===== config.mk =====
export PLATFORM = sky130hd
export DESIGN_NAME = stepper_command_frame_controller
export DESIGN_NICKNAME = d
export VERILOG_FILES = /design/src/rtl/scfc_pkg.sv /design/src/rtl/stepper_command_frame_controller.sv
export SDC_FILE = /design/constraint.sdc
export NUM_CORES = 1
export LEC_CHECK = 0
export BUFFER_PORTS_ARGS = -buffer_cell sky130_fd_sc_hd__buf_2
export CAP_MARGIN = 40
export CELL_PAD_IN_SITES_DETAIL_PLACEMENT = 0
export CELL_PAD_IN_SITES_GLOBAL_PLACEMENT = 2
export CORE_MARGIN = 2
export CORE_UTILIZATION = 30
export DETAILED_ROUTE_END_ITERATION = 12
export PLACE_DENSITY = 0.73
export REMOVE_ABC_BUFFERS = 1
export SKIP_CTS_REPAIR_TIMING = 1
export SLEW_MARGIN = 20
export SYNTH_ARGS = -nofsm -noshare
export SYNTH_HDL_FRONTEND = slang
export SYNTH_SLANG_ARGS = --single-unit

===== constraint.sdc =====
create_clock -name clock -period 8.1 [get_ports clock]
set_input_delay 0.81 -clock clock [delete_from_list [all_inputs] [get_ports clock]]
set_output_delay 0.81 -clock clock [all_outputs]
set_load 0.02 [all_outputs]

===== src/rtl/scfc_pkg.sv =====
// ----------------------------------------------------------------------------
// scfc_pkg
// Shared constants for the stepper command frame controller: event codes,
// frame layout, command codes, speed limits and reset values.
// ----------------------------------------------------------------------------
package scfc_pkg;

   // frame store geometry (supported range 10..64 entries)
   localparam int FRAME_DEPTH = 16;
   localparam int FILL_W      = $clog2(FRAME_DEPTH + 1);
   localparam int IDX_W       = $clog2(FRAME_DEPTH);

   // event codes
   localparam logic [1:0] OP_RX_BYTE = 2'd0;
   localparam logic [1:0] OP_MS_TICK = 2'd1;
   localparam logic [1:0] OP_STEP_TICK = 2'd2;

   // frame header
   localparam logic [7:0] HDR0 = 8'h30;
   localparam logic [7:0] HDR1 = 8'hFF;

   // command codes
   localparam logic [7:0] CMD_SET_TARGET = 8'h00;
   localparam logic [7:0] CMD_RUN        = 8'h01;
   localparam logic [7:0] CMD_STOP       = 8'h02;
   localparam logic [7:0] CMD_QUERY      = 8'h03;

   // speed clamp, in step-delay ticks
   localparam logic [6:0] SPEED_MIN = 7'd2;
   localparam logic [6:0] SPEED_MAX = 7'd80;

   // reset values
   localparam logic [15:0] IDLE_LIMIT_RST = 16'd20;
   localparam logic [31:0] TARGET_RST     = 32'd50000;
   localparam logic [6:0]  SPEED_RST      = 7'd40;

endpackage


===== src/rtl/stepper_command_frame_controller.sv =====
// ----------------------------------------------------------------------------
// stepper_command_frame_controller
// Step/direction stepper controller driven by framed serial command bytes,
// millisecond ticks and step-delay ticks.
// ----------------------------------------------------------------------------
// Each request beat is one event. The block takes one beat per clock while
// the response is not stalled. A beat is held in an input register, then a
// single pass of logic updates the frame store, idle counter and motion
// state, which with the report flag form the response register. The input
// register takes a new beat while the response waits only if it is empty.
// Received bytes fill a 16-entry frame store; once the line has been silent
// for more than idle_limit millisecond ticks the frame is decoded (header
// 0x30 0xFF, then a command byte). A stalled response holds both the result
// and all state updates.
module stepper_command_frame_controller (
   input  logic        clock,
   input  logic        reset,
   // request channel
   input  logic        req_valid,
   output logic        req_ready,
   input  logic [1:0]  req_opcode,
   input  logic [7:0]  req_rx_byte,
   // response channel
   output logic        rsp_valid,
   input  logic        rsp_ready,
   output logic        rsp_pulse_level,
   output logic        rsp_direction,
   output logic        rsp_moving,
   output logic [31:0] rsp_position,
   output logic [31:0] rsp_step_target,
   output logic        rsp_status_report,
   // configuration
   input  logic        csr_wr_en,
   input  logic [15:0] csr_wr_data
);

   localparam int FILL_W_C = scfc_pkg::FILL_W;
   localparam int IDX_W_C  = scfc_pkg::IDX_W;

   // input register
   logic        in_valid_ff;
   logic [1:0]  in_op_ff;
   logic [7:0]  in_byte_ff;

   // response / state registers
   logic        rsp_valid_ff, rsp_valid_in;
   logic        report_ff, report_in;
   logic [15:0] idle_limit_ff;
   logic [FILL_W_C-1:0] fill_ff, fill_in;
   logic [15:0] idle_ff, idle_in;
   logic [31:0] target_ff, target_in;
   logic [31:0] done_ff, done_in;
   logic [31:0] pos_ff, pos_in;
   logic [6:0]  speed_ff, speed_in;
   logic [6:0]  delay_ff, delay_in;
   logic        dir_ff, dir_in;
   logic        moving_ff, moving_in;
   logic        pulse_ff, pulse_in;

   logic [7:0] frame_mem [scfc_pkg::FRAME_DEPTH];

   logic        advance;
   logic        store_wr;
   logic [16:0] idle_next;
   logic [15:0] spd_raw;
   logic [6:0]  spd_clamped;
   logic [6:0]  delay_next;
   logic [31:0] done_next;
   logic        hdr_ok;

   // handshake
   assign advance   = !rsp_valid_ff || rsp_ready;
   assign req_ready = !in_valid_ff || advance;
   assign rsp_valid = rsp_valid_ff;

   assign rsp_pulse_level   = pulse_ff;
   assign rsp_direction     = dir_ff;
   assign rsp_moving        = moving_ff;
   assign rsp_position      = pos_ff;
   assign rsp_step_target   = target_ff;
   assign rsp_status_report = report_ff;

   // input register
   always_ff @(posedge clock) begin
      if (reset) begin
         in_valid_ff <= 1'b0;
      end else if (req_ready) begin
         in_valid_ff <= req_valid;
      end
   end

   always_ff @(posedge clock) begin
      if (req_ready && req_valid) begin
         in_op_ff   <= req_opcode;
         in_byte_ff <= req_rx_byte;
      end
   end

   // frame store write, no reset
   assign store_wr = in_valid_ff && advance && (in_op_ff == scfc_pkg::OP_RX_BYTE)
                     && (fill_ff < FILL_W_C'(scfc_pkg::FRAME_DEPTH));

   always_ff @(posedge clock) begin
      if (store_wr) begin
         frame_mem[fill_ff[IDX_W_C-1:0]] <= in_byte_ff;
      end
   end

   // decode helpers
   assign hdr_ok  = (frame_mem[0] == scfc_pkg::HDR0) && (frame_mem[1] == scfc_pkg::HDR1);
   assign spd_raw = {frame_mem[4], frame_mem[5]};

   always_comb begin
      if (spd_raw > 16'(scfc_pkg::SPEED_MAX)) begin
         spd_clamped = scfc_pkg::SPEED_MAX;
      end else if (spd_raw < 16'(scfc_pkg::SPEED_MIN)) begin
         spd_clamped = scfc_pkg::SPEED_MIN;
      end else begin
         spd_clamped = spd_raw[6:0];
      end
   end

   assign idle_next  = {1'b0, idle_ff} + 17'd1;
   assign delay_next = delay_ff + 7'd1;
   assign done_next  = done_ff + 32'd1;

   // next state for one event
   always_comb begin
      rsp_valid_in = rsp_valid_ff;
      report_in    = report_ff;
      fill_in      = fill_ff;
      idle_in      = idle_ff;
      target_in    = target_ff;
      done_in      = done_ff;
      pos_in       = pos_ff;
      speed_in     = speed_ff;
      delay_in     = delay_ff;
      dir_in       = dir_ff;
      moving_in    = moving_ff;
      pulse_in     = pulse_ff;

      if (advance) begin
         rsp_valid_in = in_valid_ff;
      end

      if (in_valid_ff && advance) begin
         report_in = 1'b0;
         case (in_op_ff)
            scfc_pkg::OP_RX_BYTE: begin
               idle_in = '0;
               if (fill_ff < FILL_W_C'(scfc_pkg::FRAME_DEPTH)) begin
                  fill_in = fill_ff + FILL_W_C'(1);
               end
            end
            scfc_pkg::OP_MS_TICK: begin
               if (fill_ff != '0) begin
                  if (idle_next > {1'b0, idle_limit_ff}) begin
                     // line silent long enough: decode and empty the store
                     idle_in = '0;
                     fill_in = '0;
                     if (hdr_ok) begin
                        case (frame_mem[2])
                           scfc_pkg::CMD_SET_TARGET: begin
                              target_in = {24'd0, frame_mem[3]};
                           end
                           scfc_pkg::CMD_RUN: begin
                              dir_in    = (frame_mem[3] != 8'd0);
                              speed_in  = spd_clamped;
                              target_in = {frame_mem[6], frame_mem[7],
                                           frame_mem[8], frame_mem[9]};
                              moving_in = 1'b1;
                           end
                           scfc_pkg::CMD_STOP: begin
                              moving_in = 1'b0;
                           end
                           scfc_pkg::CMD_QUERY: begin
                              report_in = 1'b1;
                           end
                           default: begin
                           end
                        endcase
                     end
                  end else begin
                     idle_in = idle_next[15:0];
                  end
               end
            end
            scfc_pkg::OP_STEP_TICK: begin
               if (moving_ff) begin
                  if (delay_next >= speed_ff) begin
                     // one step: toggle pulse and count it
                     delay_in = '0;
                     pulse_in = !pulse_ff;
                     pos_in   = pos_ff + 32'd1;
                     if (done_next >= target_ff) begin
                        done_in   = '0;
                        moving_in = 1'b0;
                     end else begin
                        done_in = done_next;
                     end
                  end else begin
                     delay_in = delay_next;
                  end
               end
            end
            default: begin
            end
         endcase
      end
   end

   // state and response registers
   always_ff @(posedge clock) begin
      if (reset) begin
         rsp_valid_ff  <= 1'b0;
         report_ff     <= 1'b0;
         idle_limit_ff <= scfc_pkg::IDLE_LIMIT_RST;
         fill_ff       <= '0;
         idle_ff       <= '0;
         target_ff     <= scfc_pkg::TARGET_RST;
         done_ff       <= '0;
         pos_ff        <= '0;
         speed_ff      <= scfc_pkg::SPEED_RST;
         delay_ff      <= '0;
         dir_ff        <= 1'b0;
         moving_ff     <= 1'b0;
         pulse_ff      <= 1'b0;
      end else begin
         rsp_valid_ff <= rsp_valid_in;
         report_ff    <= report_in;
         fill_ff      <= fill_in;
         idle_ff      <= idle_in;
         target_ff    <= target_in;
         done_ff      <= done_in;
         pos_ff       <= pos_in;
         speed_ff     <= speed_in;
         delay_ff     <= delay_in;
         dir_ff       <= dir_in;
         moving_ff    <= moving_in;
         pulse_ff     <= pulse_in;
         if (csr_wr_en) begin
            idle_limit_ff <= csr_wr_data;
         end
      end
   end

   // checks
   fill_bound_a: assert property (@(posedge clock) disable iff (reset)
      fill_ff <= FILL_W_C'(scfc_pkg::FRAME_DEPTH))
      else $error("frame fill past store depth");

   speed_range_a: assert property (@(posedge clock) disable iff (reset)
      (speed_ff >= scfc_pkg::SPEED_MIN) && (speed_ff <= scfc_pkg::SPEED_MAX))
      else $error("step speed outside clamp range");

   report_src_a: assert property (@(posedge clock) disable iff (reset)
      (in_valid_ff && advance && (in_op_ff != scfc_pkg::OP_MS_TICK)) |=> !report_ff)
      else $error("status report on a non-tick beat");

   pos_moves_a: assert property (@(posedge clock) disable iff (reset)
      !moving_ff |=> $stable(pos_ff))
      else $error("position changed while stopped");

   stall_hold_a: assert property (@(posedge clock) disable iff (reset)
      (rsp_valid_ff && !rsp_ready) |=> ($stable(pos_ff) && $stable(target_ff)
                                       && $stable(moving_ff)))
      else $error("state changed under a stalled response");

endmodule

==> summary.md <==
| Metric | Value |
|---|---|
| Clk_lat worst skew | `0.55 ns` |
| Synth top area cells | `dfxtp_1, edfxtp_1, ha_1` |
| Final slew viol count | `0` |
| P&R area growth vs syn | `16.63%` |
| Fin crit share | `53.74%` |
| CP Data Arrival Time | `4.83 ns` |
| Vias | `8,645` |
| Fmax | `229.7 MHz` |
| FF-to-FF setup slack | `3.75 ns` |
| Logic pwr share | `2.8%` |
| Area after DPL | `12,600 µm²` |
| GRT Overall Usage | `14.32%` |
| GPL Wtd Cong | `0.7879` |
| Core area | `38,470 µm²` |
| Setup TNS | `0 ns` |
| First-pass GRT wire length | `46.78 mm` |
| Gate Count Post-Synth | `1,182` |
| Drt pass-1 iters | `4` |
| CTS tree | `built` |
| CP max FO | `12` |
| Worst Clk Skew | `0.01631 ns` |
| Hold_sp | `req_rx_byte[2]` |
| Die area | `40,310 µm²` |
| IO Pins | `101` |
| Syn_area_per_cell | `9.829 µm²` |
| Hpwl dp | `20.48 mm` |
| Rel. slew slack | `46.98%` |
| Initial DRC count | `426` |
| R2r startpoint | `done_ff[6]` |
| Status | `complete, no violations` |
| Initial antenna violation count | `0` |
| Post-synth EDFFs | `90` |
| Final ANT Viol Nets | `0` |
| Drt total wl | `28.96 mm` |
| Net Sw Power | `0.5990 mW` |
| Fin nets | `1,370` |
| DR DRC count | `0` |
| Fraction of layout cells with a size suffix above 1 | `14.44%` |
| Hold WC Path Type | `in -> reg` |
| Startpoint types | `register` |
| DR vias/cell | `4.768` |
| H-tree depth | `1` |
| Setup crit end | `done_ff[31]` |
| IO Port Bufs | `100` |
| Register area share after synthesis | `49.63%` |
| CTS clock-pin slew for the worst setup and hold paths | `0.06 ns` |
| Worst slew pin tran | `0.7924 ns` |
| Grt ovf | `0` |
| Final worst setup slack | `3.747 ns` |
| Final hold slack | `0.4428 ns` |
| Fraction of post-synthesis cell area in the top cell type by area | `26.37%` |
| Root buf cell | `clkbuf_16` |
| Ant. Diodes | `0` |
| Synth unique cells | `72` |
| Filler cell count | `3,966` |
| Max-cap violations | `0` |
| Synth async-reset ratio | `0%` |
| Synth warnings | `0` |
| Synth area leader | `dfxtp_1` |
| Syn Std Cell Area | `11,620 µm²` |
| Die width | `200.8 µm` |
| Initial Util | `30.20%` |
| Site Rows | `72` |
| Req. time, crit path | `8.58 ns` |
| Clk sinks | `243` |
| Main synth FF type | `dfxtp_1` |
| Sw frac | `22.56%` |
| Per-cell routed wire length | `15.97 µm` |
| Pleak | `5.245 nW` |
| Clock Tree Buf Depth | `3` |
| Die Y | `200.8 µm` |
| DP Worst Slack | `3.548 ns` |
| Final Setup Violations | `0` |
| P_int | `2.056 mW` |
| Clk pwr share | `48.6%` |
| Vias in the first global route | `8,485` |
| Worst Setup SP | `done_ff[6]` |
| Reg2reg end | `done_ff[31]` |
| Flops & latches, synth | `243` |
| Setup CP Type | `reg -> reg` |
| Max IR drop VDD | `134.2 µV` |
| Finished Cell Area | `13,550 µm²` |
| Power per cell area | `195.9 nW/µm²` |
| Register-to-Register Path Depth | `13` |
| Min Tclk post-route | `4.353 ns` |
| Reg power frac | `48.6%` |
| Largest net degree at the start of global routing | `59` |
| Setup crit end kind | `register` |
| Fin. Hold Viols | `0` |
| RSZ-0062 raised after global routing | `no` |
| CTS buffer count | `29` |
cells in the mapped netlist (all sizes together) (10+ instances only):
cell type / instances
nor3: 37
o21ai: 33
a21oi: 69
mux2i: 22
a211oi: 12
buf: 22
edfxtp: 90
o211ai: 13
and3: 15
nand2: 115
ha: 66
nor2: 100
nand4: 23
and4: 10
xnor2: 53
nand3: 72
a22o: 26
clkbuf: 30
and2: 12
nor4: 21
dfxtp: 153
xor2: 25
or3: 12
inv: 71
power by group through the flow:
stage          registers [mW]  logic [mW]  clock network, mW
2_1_floorplan            1.31      0.0376                  0
3_3_place_gp             1.32      0.0741                  0
3_5_place_dp             1.32      0.0751                  0
4_1_cts                  1.29      0.0752               1.34
5_1_grt                  1.29      0.0837               1.38
6_report                 1.29      0.0734               1.29
through the flow:
step                      power, mW  cells  utilization (%)
after floorplan               1.348   1130                -
after global placement        1.391   1756            32.68
after detailed placement      1.392   1759            32.75
after CTS                     2.703   1812            35.21
after global routing          2.755   1813            35.22
final                         2.655   1813            35.22
layout make-up:
type	instances	area, µm²	area share, %
Inverter	72	270.3	1.995
Tap cell	518	648.1	4.783
Timing Repair Buffer	112	598.1	4.414
Clock buffer	31	733.2	5.411
Multi-Input combinational cell	815	5323	39.28
Clock inverter	22	211.5	1.561
Sequential cell	243	5766	42.55
how the worst min path moves through the flow:
stage | end | slack [ns] | cells after the start
final | in_byte_ff[2] | 0.44 | 1
after global routing | in_byte_ff[2] | 0.41 | 1
after CTS | in_op_ff[1] | 0.41 | 1
after detailed placement | rsp_direction | 0.45 | 2
after global placement | rsp_direction | 0.45 | 2
after floorplan | speed_ff[4] | 0.44 | 2
per-layer routing:
metal	track usage [%]	vias to the layer above	part of all wire, %
li1	-	4412	-
met1	20.12	4086	50
met2	23.16	112	45
met3	2.256	35	3.1
met4	3.254	0	2.0
met5	0	-	0
sequential cells by signal, summed over array words and instances (netlist names), 2 cells and up:
signal           count
in_byte_ff           8
speed_ff             7
idle_limit_ff       16
delay_ff             7
frame_mem           80
idle_ff             16
done_ff             32
rsp_position        32
fill_ff              5
in_op_ff             2
rsp_step_target     32
logic make-up after synthesis:
kind of cell / after synthesis / share of synthesized area (%)
and+or+nand+nor: 451 / 19.53
DFF: 243 / 49.63
AOI/OAI and AO/OA: 194 / 11.02
buffers and inverters: 124 / 4.556
xor gates and xnor gates: 78 / 5.880
adders and majority gates: 66 / 7.108
muxes: 26 / 2.283
critical path, stage by stage, from the launching register on:
cell and delay [ns]:
dfxtp_1 0.41, nand4_2 0.19, or3_1 0.50, nor3_1 0.39
nand2_1 0.12, xnor2_1 0.26, ha_1 0.31, a211oi_1 0.24
o211ai_1 0.15, o221ai_1 0.22, o2111ai_1 0.25, or2_2 0.49
or4b_2 0.64, o211ai_1 0.11
cell usage in the layout, fill, tap and decap left out, types with 5 or more instances in the layout:
cell type and instances:
clkinv_2 7, a21o_1 5, a211oi_1 8, or3_1 12, dfxtp_1 153, inv_1 71, clkbuf_16 29, ha_1 66
nor3_1 32, o31ai_1 8, o21ai_0 32, edfxtp_1 90, nand2b_1 6, a21oi_1 68, and4_1 10, nand2_1 115
and3_1 13, a22o_1 25, xor2_1 25, mux2i_1 22, xnor2_1 53, o211ai_1 13, nand3b_1 5, nor2_1 99
nor4_1 21, and2_1 11, nand4_1 21, a31oi_1 6, buf_2 99, nand3_1 72, nor2b_1 7, buf_4 11
Note: power is estimated with default switching activity, not from simulation.
